## src/rtl/blg_pkg.sv

```systemverilog
// Package for the battery level gauge: widths, register indexes, reset values and shared types.
package blg_pkg;

  // Field widths
  localparam int unsigned SAMPLE_W = 6;
  localparam int unsigned LEVEL_W  = 3;
  localparam int unsigned MV_W     = 16;
  localparam int unsigned GAIN_W   = 12;
  localparam int unsigned OHMS_W   = 16;

  // Arithmetic widths: scaled reading, product, gained reading, resistor sum, numerator, denominator, step count
  localparam int unsigned SCALED_W = 11;
  localparam int unsigned PROD_W   = 17;
  localparam int unsigned GAINED_W = SCALED_W + GAIN_W;
  localparam int unsigned RSUM_W   = OHMS_W + 1;
  localparam int unsigned NUM_W    = GAINED_W + RSUM_W;
  localparam int unsigned DEN_W    = 26;
  localparam int unsigned STEPS_W  = $clog2(NUM_W + 1);

  // Conversion constants
  localparam logic [SCALED_W-1:0] MV_SCALE   = 11'd2000;
  localparam logic [SAMPLE_W-1:0] ADC_FULL   = 6'h3f;
  localparam logic [9:0]          DEN_SCALE  = 10'd1000;
  localparam logic [MV_W-1:0]     MV_SAT     = 16'hffff;

  // APB port
  localparam int unsigned PADDR_W = 5;
  localparam int unsigned PDATA_W = 32;

  // Register indexes
  localparam logic [2:0] REG_GAIN = 3'd0;
  localparam logic [2:0] REG_RH   = 3'd1;
  localparam logic [2:0] REG_RL   = 3'd2;
  localparam logic [2:0] REG_TH1  = 3'd3;
  localparam logic [2:0] REG_TH2  = 3'd4;
  localparam logic [2:0] REG_TH3  = 3'd5;
  localparam logic [2:0] REG_TH4  = 3'd6;
  localparam logic [2:0] REG_TH5  = 3'd7;

  // Register reset values
  localparam logic [GAIN_W-1:0] GAIN_RST = 12'd1027;
  localparam logic [OHMS_W-1:0] RH_RST   = 16'd1;
  localparam logic [OHMS_W-1:0] RL_RST   = 16'd1;
  localparam logic [MV_W-1:0]   TH1_RST  = 16'd4074;
  localparam logic [MV_W-1:0]   TH2_RST  = 16'd4156;
  localparam logic [MV_W-1:0]   TH3_RST  = 16'd4318;
  localparam logic [MV_W-1:0]   TH4_RST  = 16'd4482;
  localparam logic [MV_W-1:0]   TH5_RST  = 16'd4644;

  // Level codes
  localparam logic [LEVEL_W-1:0] LVL_SHUTDOWN = 3'd0;
  localparam logic [LEVEL_W-1:0] LVL_ONE      = 3'd1;
  localparam logic [LEVEL_W-1:0] LVL_TWO      = 3'd2;
  localparam logic [LEVEL_W-1:0] LVL_THREE    = 3'd3;
  localparam logic [LEVEL_W-1:0] LVL_FOUR     = 3'd4;
  localparam logic [LEVEL_W-1:0] LVL_FULL     = 3'd5;

  // Configuration register file contents
  typedef struct packed {
    logic [GAIN_W-1:0] gain;
    logic [OHMS_W-1:0] r_high;
    logic [OHMS_W-1:0] r_low;
    logic [MV_W-1:0]   th1;
    logic [MV_W-1:0]   th2;
    logic [MV_W-1:0]   th3;
    logic [MV_W-1:0]   th4;
    logic [MV_W-1:0]   th5;
  } cfg_t;

  // Divider request
  typedef struct packed {
    logic               start;
    logic [STEPS_W-1:0] steps;
  } div_req_t;

endpackage

```

## src/rtl/blg_in_if.sv

```systemverilog
// Request channel carrying one ADC reading into the gauge.
interface blg_in_if import blg_pkg::*; ();
  logic                valid;
  logic                ready;
  logic [SAMPLE_W-1:0] sample;
  logic                sample_ready;

  modport source (output valid, output sample, output sample_ready, input ready);
  modport sink   (input valid, input sample, input sample_ready, output ready);
endinterface

```

## src/rtl/blg_out_if.sv

```systemverilog
// Request channel carrying one gauge result out of the block.
interface blg_out_if import blg_pkg::*; ();
  logic                valid;
  logic                ready;
  logic [LEVEL_W-1:0]  battery_level;
  logic [MV_W-1:0]     voltage_mv;
  logic [SAMPLE_W-1:0] window_average;

  modport source (output valid, output battery_level, output voltage_mv,
                  output window_average, input ready);
  modport sink   (input valid, input battery_level, input voltage_mv,
                  input window_average, output ready);
endinterface

```

## src/rtl/blg_regs.sv

```systemverilog
// APB configuration register file of the battery level gauge.
module blg_regs import blg_pkg::*; (
  input  logic               clk_i,
  input  logic               rst_ni,
  input  logic               psel,
  input  logic               penable,
  input  logic               pwrite,
  input  logic [PADDR_W-1:0] paddr,
  input  logic [PDATA_W-1:0] pwdata,
  output logic [PDATA_W-1:0] prdata,
  output logic               pready,
  output cfg_t               cfg_o
);

  cfg_t       cfg_q;
  logic       wr_en;
  logic [2:0] idx;

  assign pready = 1'b1;
  assign idx    = paddr[4:2];
  assign wr_en  = psel && penable && pwrite;

  // Write the addressed register in the access cycle
  always_ff @(posedge clk_i or negedge rst_ni) begin
    if (!rst_ni) begin
      cfg_q.gain   <= GAIN_RST;
      cfg_q.r_high <= RH_RST;
      cfg_q.r_low  <= RL_RST;
      cfg_q.th1    <= TH1_RST;
      cfg_q.th2    <= TH2_RST;
      cfg_q.th3    <= TH3_RST;
      cfg_q.th4    <= TH4_RST;
      cfg_q.th5    <= TH5_RST;
    end else if (wr_en) begin
      case (idx)
        REG_GAIN: cfg_q.gain   <= pwdata[GAIN_W-1:0];
        REG_RH:   cfg_q.r_high <= pwdata[OHMS_W-1:0];
        REG_RL:   cfg_q.r_low  <= pwdata[OHMS_W-1:0];
        REG_TH1:  cfg_q.th1    <= pwdata[MV_W-1:0];
        REG_TH2:  cfg_q.th2    <= pwdata[MV_W-1:0];
        REG_TH3:  cfg_q.th3    <= pwdata[MV_W-1:0];
        REG_TH4:  cfg_q.th4    <= pwdata[MV_W-1:0];
        REG_TH5:  cfg_q.th5    <= pwdata[MV_W-1:0];
        default:  ;
      endcase
    end
  end

  // Return the addressed register
  always_comb begin
    case (idx)
      REG_GAIN: prdata = PDATA_W'(cfg_q.gain);
      REG_RH:   prdata = PDATA_W'(cfg_q.r_high);
      REG_RL:   prdata = PDATA_W'(cfg_q.r_low);
      REG_TH1:  prdata = PDATA_W'(cfg_q.th1);
      REG_TH2:  prdata = PDATA_W'(cfg_q.th2);
      REG_TH3:  prdata = PDATA_W'(cfg_q.th3);
      REG_TH4:  prdata = PDATA_W'(cfg_q.th4);
      REG_TH5:  prdata = PDATA_W'(cfg_q.th5);
      default:  prdata = '0;
    endcase
  end

  assign cfg_o = cfg_q;

endmodule

```

## src/rtl/blg_window.sv

```systemverilog
// Sliding window of readings with running sum and fill count.
module blg_window import blg_pkg::*; #(
  parameter int unsigned WINDOW = 6,
  parameter int unsigned CNT_W  = $clog2(WINDOW + 1),
  parameter int unsigned SUM_W  = SAMPLE_W + $clog2(WINDOW + 1)
) (
  input  logic                clk_i,
  input  logic                rst_ni,
  input  logic                push_i,
  input  logic [SAMPLE_W-1:0] reading_i,
  output logic [SUM_W-1:0]    sum_o,
  output logic [CNT_W-1:0]    held_o
);

  localparam logic [CNT_W-1:0] FULL = CNT_W'(WINDOW);

  logic [SAMPLE_W-1:0] win_q [WINDOW];
  logic [SUM_W-1:0]    sum_q, sum_d;
  logic [CNT_W-1:0]    held_q, held_d;

  // Shift the line down; the newest reading enters at the top
  always_ff @(posedge clk_i) begin
    if (push_i) begin
      for (int i = 0; i + 1 < WINDOW; i++) begin
        win_q[i] <= win_q[i+1];
      end
      win_q[WINDOW-1] <= reading_i;
    end
  end

  // Grow while filling, then drop the oldest reading from the sum
  always_comb begin
    held_d = held_q;
    sum_d  = sum_q;
    if (held_q != FULL) begin
      held_d = held_q + 1'b1;
      sum_d  = sum_q + SUM_W'(reading_i);
    end else begin
      sum_d  = sum_q - SUM_W'(win_q[0]) + SUM_W'(reading_i);
    end
  end

  always_ff @(posedge clk_i or negedge rst_ni) begin
    if (!rst_ni) begin
      held_q <= '0;
      sum_q  <= '0;
    end else if (push_i) begin
      held_q <= held_d;
      sum_q  <= sum_d;
    end
  end

  assign sum_o  = sum_q;
  assign held_o = held_q;

endmodule

```

## src/rtl/blg_serial_div.sv

```systemverilog
// Bit-serial restoring divider, one quotient bit per cycle.
module blg_serial_div import blg_pkg::*; (
  input  logic             clk_i,
  input  logic             rst_ni,
  input  div_req_t         req_i,
  input  logic [NUM_W-1:0] dividend_i,
  input  logic [DEN_W-1:0] divisor_i,
  output logic             done_o,
  output logic [NUM_W-1:0] quotient_o
);

  logic               busy_q, done_q;
  logic [STEPS_W-1:0] cnt_q, steps_q;
  logic [NUM_W-1:0]   quo_q;
  logic [DEN_W-1:0]   rem_q, div_q;
  logic [DEN_W:0]     shifted;
  logic [DEN_W+1:0]   diff;
  logic               fits;

  // Bring in the next dividend bit and trial-subtract the divisor
  assign shifted = {rem_q, quo_q[NUM_W-1]};
  assign diff    = {1'b0, shifted} - {2'b00, div_q};
  assign fits    = !diff[DEN_W+1];

  // Hold the operands and advance one bit per cycle
  always_ff @(posedge clk_i) begin
    if (req_i.start) begin
      quo_q   <= dividend_i;
      rem_q   <= '0;
      div_q   <= divisor_i;
      steps_q <= req_i.steps;
    end else if (busy_q) begin
      quo_q <= {quo_q[NUM_W-2:0], fits};
      rem_q <= fits ? diff[DEN_W-1:0] : shifted[DEN_W-1:0];
    end
  end

  always_ff @(posedge clk_i or negedge rst_ni) begin
    if (!rst_ni) begin
      busy_q <= 1'b0;
      done_q <= 1'b0;
      cnt_q  <= '0;
    end else begin
      done_q <= 1'b0;
      if (req_i.start) begin
        busy_q <= 1'b1;
        cnt_q  <= '0;
      end else if (busy_q) begin
        cnt_q <= cnt_q + 1'b1;
        if (cnt_q == steps_q - 1'b1) begin
          busy_q <= 1'b0;
          done_q <= 1'b1;
        end
      end
    end
  end

  assign done_o     = done_q;
  assign quotient_o = quo_q;

endmodule

```

## src/rtl/battery_level_gauge_unit.sv

```systemverilog
// Top level of the battery level gauge: window averaging, millivolt conversion, level.
//
// Readings arrive on in_chan_i (sample, sample_ready); a clear sample_ready
// stands for a full-scale reading. Each accepted reading enters a window of
// the last WINDOW readings, and one result leaves on out_chan_o: the level
// 0..5, the battery voltage in millivolts (saturated) and the window mean.
// Registers are written through the APB port; pready is always high.
//
// One shared bit-serial divider does all the work in turn: the mean
// (SUM_W steps), the 2000/63 scaling (17 steps) and the divider ratio
// (40 steps), with two multiply steps between. The block takes one
// reading at a time. in_chan_i is ready again as soon as the result is in
// the output register, so the next reading is taken while the result
// waits; a stalled receiver holds that result and blocks only the
// hand-over of the following one.
// Reset empties the window, restores the register defaults and drops any
// result not yet taken.
module battery_level_gauge_unit import blg_pkg::*; #(
  parameter int unsigned WINDOW = 6
) (
  input  logic               clk_i,
  input  logic               rst_ni,
  blg_in_if.sink             in_chan_i,
  blg_out_if.source          out_chan_o,
  input  logic               psel,
  input  logic               penable,
  input  logic               pwrite,
  input  logic [PADDR_W-1:0] paddr,
  input  logic [PDATA_W-1:0] pwdata,
  output logic [PDATA_W-1:0] prdata,
  output logic               pready
);

  localparam int unsigned CNT_W = $clog2(WINDOW + 1);
  localparam int unsigned SUM_W = SAMPLE_W + $clog2(WINDOW + 1);

  // Sequencer codes
  localparam logic [3:0] ST_IDLE      = 4'd0;
  localparam logic [3:0] ST_AVG_GO    = 4'd1;
  localparam logic [3:0] ST_AVG_RUN   = 4'd2;
  localparam logic [3:0] ST_SCL_GO    = 4'd3;
  localparam logic [3:0] ST_SCL_RUN   = 4'd4;
  localparam logic [3:0] ST_MUL_GAIN  = 4'd5;
  localparam logic [3:0] ST_MUL_RATIO = 4'd6;
  localparam logic [3:0] ST_VOLT_GO   = 4'd7;
  localparam logic [3:0] ST_VOLT_RUN  = 4'd8;
  localparam logic [3:0] ST_OUT       = 4'd9;

  cfg_t                cfg;
  logic [3:0]          state_q, state_d;
  logic                in_acc, out_acc, out_free;
  logic [SAMPLE_W-1:0] reading;
  logic [SUM_W-1:0]    win_sum;
  logic [CNT_W-1:0]    win_held;

  div_req_t            div_req;
  logic [NUM_W-1:0]    div_dividend;
  logic [DEN_W-1:0]    div_divisor;
  logic                div_done;
  logic [NUM_W-1:0]    div_quo;

  logic [SAMPLE_W-1:0] avg_q;
  logic [PROD_W-1:0]   prod;
  logic [SCALED_W-1:0] scaled_q;
  logic [GAINED_W-1:0] gained_q;
  logic [RSUM_W-1:0]   rsum;
  logic [NUM_W-1:0]    num_q;
  logic [DEN_W-1:0]    den_q;
  logic [MV_W-1:0]     mv_q, mv_d;
  logic [LEVEL_W-1:0]  level;

  logic                out_valid_q;
  logic [LEVEL_W-1:0]  out_level_q;
  logic [MV_W-1:0]     out_mv_q;
  logic [SAMPLE_W-1:0] out_avg_q;

  blg_regs u_regs (
    .clk_i   (clk_i),
    .rst_ni  (rst_ni),
    .psel    (psel),
    .penable (penable),
    .pwrite  (pwrite),
    .paddr   (paddr),
    .pwdata  (pwdata),
    .prdata  (prdata),
    .pready  (pready),
    .cfg_o   (cfg)
  );

  // Substitute full scale when the conversion has not finished
  assign reading   = in_chan_i.sample_ready ? in_chan_i.sample : ADC_FULL;
  assign in_chan_i.ready = (state_q == ST_IDLE);
  assign in_acc    = in_chan_i.valid && in_chan_i.ready;
  assign out_acc   = out_valid_q && out_chan_o.ready;
  assign out_free  = !out_valid_q || out_chan_o.ready;

  blg_window #(
    .WINDOW (WINDOW),
    .CNT_W  (CNT_W),
    .SUM_W  (SUM_W)
  ) u_window (
    .clk_i     (clk_i),
    .rst_ni    (rst_ni),
    .push_i    (in_acc),
    .reading_i (reading),
    .sum_o     (win_sum),
    .held_o    (win_held)
  );

  // Select the divider operands, left-aligning each dividend
  assign prod = PROD_W'(avg_q) * PROD_W'(MV_SCALE);
  always_comb begin
    div_req.start = 1'b0;
    div_req.steps = STEPS_W'(NUM_W);
    div_dividend  = num_q;
    div_divisor   = den_q;
    case (state_q)
      ST_AVG_GO: begin
        div_req.start = 1'b1;
        div_req.steps = STEPS_W'(SUM_W);
        div_dividend  = {win_sum, {(NUM_W-SUM_W){1'b0}}};
        div_divisor   = DEN_W'(win_held);
      end
      ST_SCL_GO: begin
        div_req.start = 1'b1;
        div_req.steps = STEPS_W'(PROD_W);
        div_dividend  = {prod, {(NUM_W-PROD_W){1'b0}}};
        div_divisor   = DEN_W'(ADC_FULL);
      end
      ST_VOLT_GO: begin
        div_req.start = 1'b1;
      end
      default: ;
    endcase
  end

  blg_serial_div u_div (
    .clk_i      (clk_i),
    .rst_ni     (rst_ni),
    .req_i      (div_req),
    .dividend_i (div_dividend),
    .divisor_i  (div_divisor),
    .done_o     (div_done),
    .quotient_o (div_quo)
  );

  // Saturate the voltage; a zero lower resistor reads as full scale
  assign rsum = {1'b0, cfg.r_high} + {1'b0, cfg.r_low};
  always_comb begin
    if ((den_q == '0) || (div_quo[NUM_W-1:MV_W] != '0)) begin
      mv_d = MV_SAT;
    end else begin
      mv_d = div_quo[MV_W-1:0];
    end
  end

  // Classify as a priority chain, first test that holds wins
  always_comb begin
    if (mv_q < cfg.th1) begin
      level = LVL_SHUTDOWN;
    end else if (mv_q <= cfg.th2) begin
      level = LVL_ONE;
    end else if (mv_q <= cfg.th3) begin
      level = LVL_TWO;
    end else if (mv_q <= cfg.th4) begin
      level = LVL_THREE;
    end else if (mv_q <= cfg.th5) begin
      level = LVL_FOUR;
    end else begin
      level = LVL_FULL;
    end
  end

  // Advance the sequencer
  always_comb begin
    state_d = state_q;
    case (state_q)
      ST_IDLE:      if (in_acc) state_d = ST_AVG_GO;
      ST_AVG_GO:    state_d = ST_AVG_RUN;
      ST_AVG_RUN:   if (div_done) state_d = ST_SCL_GO;
      ST_SCL_GO:    state_d = ST_SCL_RUN;
      ST_SCL_RUN:   if (div_done) state_d = ST_MUL_GAIN;
      ST_MUL_GAIN:  state_d = ST_MUL_RATIO;
      ST_MUL_RATIO: state_d = ST_VOLT_GO;
      ST_VOLT_GO:   state_d = ST_VOLT_RUN;
      ST_VOLT_RUN:  if (div_done) state_d = ST_OUT;
      ST_OUT:       if (out_free) state_d = ST_IDLE;
      default:      state_d = ST_IDLE;
    endcase
  end

  always_ff @(posedge clk_i or negedge rst_ni) begin
    if (!rst_ni) begin
      state_q <= ST_IDLE;
    end else begin
      state_q <= state_d;
    end
  end

  // Capture intermediate results as each step finishes
  always_ff @(posedge clk_i) begin
    if ((state_q == ST_AVG_RUN) && div_done) begin
      avg_q <= div_quo[SAMPLE_W-1:0];
    end
    if ((state_q == ST_SCL_RUN) && div_done) begin
      scaled_q <= div_quo[SCALED_W-1:0];
    end
    if (state_q == ST_MUL_GAIN) begin
      gained_q <= scaled_q * cfg.gain;
    end
    if (state_q == ST_MUL_RATIO) begin
      num_q <= NUM_W'(gained_q) * NUM_W'(rsum);
      den_q <= DEN_W'(cfg.r_low) * DEN_W'(DEN_SCALE);
    end
    if ((state_q == ST_VOLT_RUN) && div_done) begin
      mv_q <= mv_d;
    end
  end

  // Hold the result until the receiver takes it
  always_ff @(posedge clk_i or negedge rst_ni) begin
    if (!rst_ni) begin
      out_valid_q <= 1'b0;
    end else if ((state_q == ST_OUT) && out_free) begin
      out_valid_q <= 1'b1;
    end else if (out_acc) begin
      out_valid_q <= 1'b0;
    end
  end

  always_ff @(posedge clk_i) begin
    if ((state_q == ST_OUT) && out_free) begin
      out_level_q <= level;
      out_mv_q    <= mv_q;
      out_avg_q   <= avg_q;
    end
  end

  assign out_chan_o.valid          = out_valid_q;
  assign out_chan_o.battery_level  = out_level_q;
  assign out_chan_o.voltage_mv     = out_mv_q;
  assign out_chan_o.window_average = out_avg_q;

endmodule
```

## src/flat_wrapper.sv

```systemverilog
// flat-port wrapper written by rule: the top's interface ports become plain ports
module battery_level_gauge_unit_flat import blg_pkg::*;
#(
  parameter int unsigned WINDOW = 6
)
  (clk_i, rst_ni, psel, penable, pwrite, paddr, pwdata, prdata, pready, in_chan_i_valid, in_chan_i_sample, in_chan_i_sample_ready, in_chan_i_ready, out_chan_o_valid, out_chan_o_battery_level, out_chan_o_voltage_mv, out_chan_o_window_average, out_chan_o_ready);
  blg_in_if in_chan_i_i ();
  blg_out_if out_chan_o_i ();
  input  logic clk_i;
  input  logic rst_ni;
  input  logic psel;
  input  logic penable;
  input  logic pwrite;
  input  logic [PADDR_W-1:0] paddr;
  input  logic [PDATA_W-1:0] pwdata;
  output logic [PDATA_W-1:0] prdata;
  output logic pready;
  input wire logic [$bits(in_chan_i_i.valid)-1:0] in_chan_i_valid;
  input wire logic [$bits(in_chan_i_i.sample)-1:0] in_chan_i_sample;
  input wire logic [$bits(in_chan_i_i.sample_ready)-1:0] in_chan_i_sample_ready;
  output wire logic [$bits(in_chan_i_i.ready)-1:0] in_chan_i_ready;
  output wire logic [$bits(out_chan_o_i.valid)-1:0] out_chan_o_valid;
  output wire logic [$bits(out_chan_o_i.battery_level)-1:0] out_chan_o_battery_level;
  output wire logic [$bits(out_chan_o_i.voltage_mv)-1:0] out_chan_o_voltage_mv;
  output wire logic [$bits(out_chan_o_i.window_average)-1:0] out_chan_o_window_average;
  input wire logic [$bits(out_chan_o_i.ready)-1:0] out_chan_o_ready;
  assign in_chan_i_i.valid = in_chan_i_valid;
  assign in_chan_i_i.sample = in_chan_i_sample;
  assign in_chan_i_i.sample_ready = in_chan_i_sample_ready;
  assign in_chan_i_ready = in_chan_i_i.ready;
  assign out_chan_o_valid = out_chan_o_i.valid;
  assign out_chan_o_battery_level = out_chan_o_i.battery_level;
  assign out_chan_o_voltage_mv = out_chan_o_i.voltage_mv;
  assign out_chan_o_window_average = out_chan_o_i.window_average;
  assign out_chan_o_i.ready = out_chan_o_ready;
  battery_level_gauge_unit #(.WINDOW(WINDOW)) u_core (.clk_i(clk_i), .rst_ni(rst_ni), .in_chan_i(in_chan_i_i), .out_chan_o(out_chan_o_i), .psel(psel), .penable(penable), .pwrite(pwrite), .paddr(paddr), .pwdata(pwdata), .prdata(prdata), .pready(pready));
endmodule
```

## config.mk

```make
export PLATFORM = sky130hd
export DESIGN_NAME = battery_level_gauge_unit_flat
export DESIGN_NICKNAME = d
export VERILOG_FILES = /design/src/rtl/blg_pkg.sv /design/src/rtl/blg_in_if.sv /design/src/rtl/blg_out_if.sv /design/src/rtl/blg_regs.sv /design/src/rtl/blg_window.sv /design/src/rtl/blg_serial_div.sv /design/src/rtl/battery_level_gauge_unit.sv /design/src/flat_wrapper.sv
export SDC_FILE = /design/constraint.sdc
export NUM_CORES = 2
export LEC_CHECK = 0
export ABC_AREA = 1
export BUFFER_PORTS_ARGS = -buffer_cell sky130_fd_sc_hd__buf_4
export CAP_MARGIN = 20
export CORE_ASPECT_RATIO = 0.6
export CORE_MARGIN = 8
export CORE_UTILIZATION = 30
export DETAILED_ROUTE_END_ITERATION = 8
export SLEW_MARGIN = 40
export SYNTH_ARGS = -nofsm -noshare
export SYNTH_HDL_FRONTEND = slang
export SYNTH_SLANG_ARGS = --single-unit
```

## constraint.sdc

```tcl
create_clock -name clk_i -period 7.8 [get_ports clk_i]
set_input_delay 1.17 -clock clk_i [delete_from_list [all_inputs] [get_ports clk_i]]
set_output_delay 1.17 -clock clk_i [all_outputs]
set_load 0.03 [all_outputs]
```

Word-level counts from Yosys, hierarchy flattened:

Memory sizes are Yosys's and may differ from the RTL's.
Cells that the tools add are included.

* flip-flop bits (word level): 391
* memory bits (writable): 36
* input bits: 51
* memories: 1

Memory list
* u_core.u_window.win_q: words 6, width 6, rd ports 6, clocked after memory_dff 0, write ports 6, RTL line blg_window.sv:17 `logic [SAMPLE_W-1:0] win_q [WINDOW];`

* $lt $le $gt $ge: 5
* $add $sub $neg: 8
* $mul: 4
* equality and inequality tests: 23
* muxes and demuxes: 32
* reductions and logical operators: 31

Operators with widths (count)
* 32-bit case mux with 8 select lines: 1
* 40-bit 2-to-1 mux: 2
* 40-bit case mux with 2 select lines: 1
* 16-bit less-or-equal comparator: 4
* 26-bit case mux with 2 select lines: 1
* 23-bit by 17-bit multiplier with 40-bit output: 1
* 4-bit case mux with 10 select lines: 1
* 27-bit by 26-bit subtractor with 28-bit output: 1
* 26-bit zero test: 1
* 26-bit 2-to-1 mux: 1
* 24-bit nonzero test: 1
* 11-bit by 12-bit multiplier with 23-bit output: 1
* 16-bit by 7-bit multiplier with 23-bit output, second input constant: 1
* 4-bit 2-to-1 mux: 5
* 9-bit by 6-bit adder with 9-bit output: 2
* 6-bit 2-to-1 mux: 3
* 2-bit AND reduction: 9
* 16-bit by 16-bit adder with 17-bit output: 1
* 4-bit by 3-bit equality test with 1-bit output, second input constant: 4
* 16-bit less-than comparator: 1
* 6-bit by 7-bit multiplier with 13-bit output, second input constant: 1
* 1-bit 2-to-1 mux: 13
* 3-bit equality test, second input constant: 4
* 6-bit case mux with 2 select lines: 1
* 25 further kinds: 42

Logic depth before layout (Yosys ltp):

* depth after elaboration: 5
* gate-level depth with buffers: 35
* mapped depth without buffers: 34

Cells and area by module:

From an unflattened synthesis, not the netlist that was laid out.

* cells, all modules: 5469
* area, all modules: 44691.6 µm²

Modules (own cells, without submodules)
* battery_level_gauge_unit: instances 1, area each 29753.5 µm², cells an instance 3623, sequential area each 4449.3 µm²
* blg_serial_div: instances 1, area each 6418.7 µm², cells an instance 870, sequential area each 2882.8 µm²
* blg_regs: instances 1, area each 5934.4 µm², cells an instance 717, sequential area each 3145.5 µm²
* blg_window: instances 1, area each 2585.0 µm², cells an instance 259, sequential area each 1381.3 µm²

Worst setup path after synthesis:

No wires, ideal clock.

* path kind: register -> register
* start point: register u_core.u_regs.cfg_q, in the netlist u_core.u_regs.cfg_o[80]
* end point: register u_core.num_q[26], data pin
* slack: 978 ps
* buffers on the path: 1
* library setup time: 252 ps
* arrival time: 6570 ps
* stages on the path, launching flop included: 29
* data required time: 7548 ps
* cells stage by stage: dfstp_2 ha_1 inv_1 fa_1 o31ai_1 or2_2 nand2_1 inv_1 buf_4 nand2_1 fa_1 inv_1 fa_1 inv_1 fa_1 inv_1 fa_1 fa_1 inv_1 fa_1 inv_1 ha_1 nand2_1 nor2_1 nand2_1 o21ai_0 nand3_1 nand3_1 nand2_1

* word-level cells in the longest chain between the ends: 2

Ends and longest elaborated chain
* start, declared: RTL line blg_regs.sv:15 `cfg_t cfg_q;`
* 16-bit by 16-bit adder with 17-bit output: RTL line battery_level_gauge_unit.sv:148 `assign rsum = {1'b0, cfg.r_high} + {1'b0, cfg.r_low};`
* 23-bit by 17-bit multiplier with 40-bit output: RTL line battery_level_gauge_unit.sv:212 `num_q <= NUM_W'(gained_q) * NUM_W'(rsum);`
* end signal, assigned: RTL line battery_level_gauge_unit.sv:212
* end, declared: RTL line battery_level_gauge_unit.sv:67 `logic [NUM_W-1:0] num_q;`

No other way between the ends.
A chain may end at the register's enable or synchronous reset.

Worst setup path in the final report:

* start point: register u_core.u_regs.cfg_q, in the netlist u_core.u_regs.cfg_o[96]
* end point: register u_core.num_q[36], data pin

The elaborated chain is that of the path after synthesis.

==> results.sh <==
export IMPL_drt_drc_violations_left=0
export IMPL_critPathMostFrequentCell="inv_1"
export IMPL_cts_sinks=425
export IMPL_critPathSlowestCell="fa_1"
export IMPL_finalWorstPathRequiredPeriod_ps=7500
export IMPL_routed_wirelength_um=124000
export IMPL_timing_clock_skew_ps=26.2
export IMPL_synth_warnings=0
export IMPL_cts_reportedPaths_clkPinSlew_ps=70
export IMPL_routed_wire_length_per_instance_um=17.4
export IMPL_dieArea_mm2=0.157
export IMPL_die_width_um=506
export IMPL_grt_overall_usage_pct=15.6
export IMPL_clock_path_buffers=3
export IMPL_synth_flop_cell="edfxtp_1"
export IMPL_postRouteAntennaNets=0
export IMPL_start_util_pct=30.3
export IMPL_gpl_final_weighted_congestion=0.983
export IMPL_max_freq_ghz=0.133
export IMPL_hold_path_class="register to register"
export IMPL_number_of_post_cts_setup_repair_buffers=0
export IMPL_port_buffer_count=75
export IMPL_worst_slew_pin_transition_ps=926
export IMPL_seq_area_mm2=0.0118
export IMPL_post_cts_resize_count=0
export IMPL_max_cap_violations=0
export IMPL_area_growth_syn_to_layout_pct=10.4
export IMPL_final_min_period_over_clock_period_pct=96.1
export IMPL_synth_largest_area_cell="fa_1"
export IMPL_critical_path_fanout_max=21
export IMPL_asyncSetResetFlopFracSynth_pct=35.1
export IMPL_avgViaCountPerCell=4.76
export IMPL_first_global_vias=33200
export IMPL_worstSetupEndpointType="register"
export IMPL_design_final_nets=6087
export IMPL_first_iter_violations=3504
export IMPL_synth_simple_gate_area_share_pct=17.8
export IMPL_rows=107
export IMPL_grt_first_pass_wirelength_um=194000
export IMPL_coreArea_mm2=0.142
export IMPL_vias=33900
export IMPL_detailed_place_hpwl_um=101000
export IMPL_grt_antenna_before_repair=5
export IMPL_grt_max_degree=97
export IMPL_cts_hold_repair_buffers=0
export IMPL_synth_largest_type_area_fraction_pct=22.2
export IMPL_die_h_um=310
export IMPL_grt_ovfl_total=0
export IMPL_synth_seq_cells=425
export IMPL_synth_seq_area_share_pct=27.3
export IMPL_finalMaxSlewViolations=0
export IMPL_cp_arrival_ps=7840
export IMPL_synth_mux_area_fraction_pct=0
export IMPL_fin_hold_ws_ps=419
export IMPL_htreeDepth=2
export IMPL_worst_skew_pair_late_latency_ps=620
export IMPL_main_combinational_cell_family_by_area_after_synthesis="adder cells"
export IMPL_worst_setup_path_start_kind="register"
export IMPL_run_status="finished clean"
export IMPL_setup_violations=0
export IMPL_slew_limit_headroom_pct=38.3
export IMPL_grt_setup_unrepaired="false"
export IMPL_xor_xnor_fraction_of_synth_area_pct=1.81
export IMPL_clock_root_buffer="clkbuf_16"
export IMPL_timing_setup_critical_path_class="register to register"
export IMPL_synth_adder_area_share_pct=33.6
export IMPL_fillCellCount=14800
export IMPL_critical_path_max_stage_delay_ps=670
export IMPL_synth_avg_cell_area_um2=8.44
export IMPL_netlist_instances=5110
export IMPL_mappedNetlistArea_mm2=0.0432
export IMPL_cts_buffers_inserted=45
export IMPL_synth_distinct_cells=61
export IMPL_dr_pass1_iters=5
export IMPL_synth_enable_flop_cells=250
export IMPL_utilization_pct=33.5
export IMPL_worst_endpoint_required_ps=8140
export IMPL_hold_viol_final=0
export IMPL_yosys_top_cells_area="fa_1, edfxtp_1, ha_1"
export IMPL_synth_area_in_compound_gates_pct=7.90
export IMPL_tritoncts="built"
export IMPL_design_portCount=111
export IMPL_antennaDiodeCount=0
export IMPL_fin_setup_tns_ps=0
export IMPL_drive_gt1_share_pct=6.52
export IMPL_multi_input_comb_area_mm2=0.0266
## metrics by stage
stage               worst slack [ps]  area (µm²)  instances
finish                           301       47700       7109
global route                    21.1       47700       7109
CTS                              266       47500       7102
detailed placement               300       46000       7018
global placement                 313       46000       7018
floorplan                        978       43200       5125
## state kept, by name, indices dropped and copies added (netlist names)
name / count
u_core.avg_q: 6
u_core.den_q: 23
u_core.gained_q: 23
u_core.mv_q: 16
u_core.num_q: 40
u_core.out_chan_o.battery_level: 3
u_core.out_chan_o.valid: 1
u_core.out_chan_o.voltage_mv: 16
u_core.out_chan_o.window_average: 6
u_core.scaled_q: 11
u_core.state_q: 4
u_core.u_div.busy_q: 1
u_core.u_div.cnt_q: 6
u_core.u_div.div_q: 26
u_core.u_div.done_o: 1
u_core.u_div.quotient_o: 40
u_core.u_div.rem_q: 26
u_core.u_div.steps_q: 4
u_core.u_regs.cfg_o: 124
u_core.u_window.held_o: 3
u_core.u_window.sum_o: 9
u_core.u_window.win_q: 36
## routing by layer
metal,share of wire [%],vias up,global-route usage [%]
li1,-,16100,-
met1,50,16400,24.6
met2,37,1277,20.4
met3,11,141,5.24
met4,1.5,0,2.46
met5,0,-,0
## worst max-delay path: cells and delay by family (launching register included)
kind | cells | cell delay, ps
buf+inv | 10 | 920
compound gates | 2 | 500
flops | 1 | 550
fa+ha+maj | 9 | 4150
simple gates | 8 | 1090
## cell families after synthesis
family | Yosys count
simple gates | 1846
buf+inv | 1281
fa+ha+maj | 871
compound gates | 596
flops | 425
xor+xnor | 89
other cells | 2
## cell usage after synthesis, drive strengths merged (4+ instances only)
library cell and number:
o31ai 4, ha 392, inv 1118, a21oi 206, nor4 18, or2 23
nor3b 4, a21o 17, a32o 6, a221oi 29, nand4 34, clkinv 4
nor2 342, dfrtp 115, clkbuf 99, o211ai 14, a211oi 4, xnor2 42
fa 479, o21ai 243, xor2 47, nand3 270, o21a 14, dfxtp 26
a31oi 11, nor3 29, o21bai 14, edfxtp 250, o22ai 18, dfstp 34
nand2 1113, buf 60, nand3b 11
## cells in the final DEF, fill, tap and decap left out, types with 7 or more instances in the layout
cell,Yosys,layout
a21o_1,17,17
a21oi_1,203,199
a221oi_1,28,28
a31oi_1,11,11
buf_4,24,141
buf_6,2,9
clkbuf_1,99,10
clkbuf_16,0,46
clkinv_1,4,8
clkinv_2,0,7
conb_1,2,17
dfrtp_1,115,115
dfstp_2,34,34
dfxtp_1,26,26
edfxtp_1,250,250
fa_1,479,473
ha_1,392,389
inv_1,1112,1111
nand2_1,1105,1101
nand2_2,7,10
nand3_1,265,264
nand3b_1,11,11
nand4_1,34,34
nor2_1,333,327
nor3_1,26,24
nor4_1,18,16
o211ai_1,14,14
o21a_1,14,14
o21ai_0,237,236
o21bai_1,14,14
o22ai_1,18,18
or2_2,15,14
xnor2_1,42,42
xor2_1,47,47
## path summary, 6_finish.rpt
kind	from	cells after the start	endpoint	slack, ps
max	u_core.u_regs.cfg_o[96]	29	u_core.num_q[36]	300
min	u_core.u_window.win_q[4][4]	0	u_core.u_window.win_q[3][4]	420
max reg2reg	u_core.u_regs.cfg_o[96]	29	u_core.num_q[36]	300
min reg2reg	u_core.u_window.win_q[4][4]	0	u_core.u_window.win_q[3][4]	420
max in group asynchronous	rst_ni	2	u_core.u_window.sum_o[6]	6090
min in group asynchronous	rst_ni	1	u_core.u_regs.cfg_o[49]	610
## final cells by class
| cell class | count | share of cell area [%] |
|---|---|---|
| clock buffer | 59 | 2.58 |
| clock inverter | 25 | 0.517 |
| inverter | 1122 | 8.85 |
| multi-input combinational | 3419 | 55.8 |
| sequential | 425 | 24.8 |
| tap | 1907 | 5.01 |
| timing repair buffer | 152 | 2.51 |
Power is not shown: default switching activity piles up to over one toggle a cycle in this logic, so the estimate is an artifact.
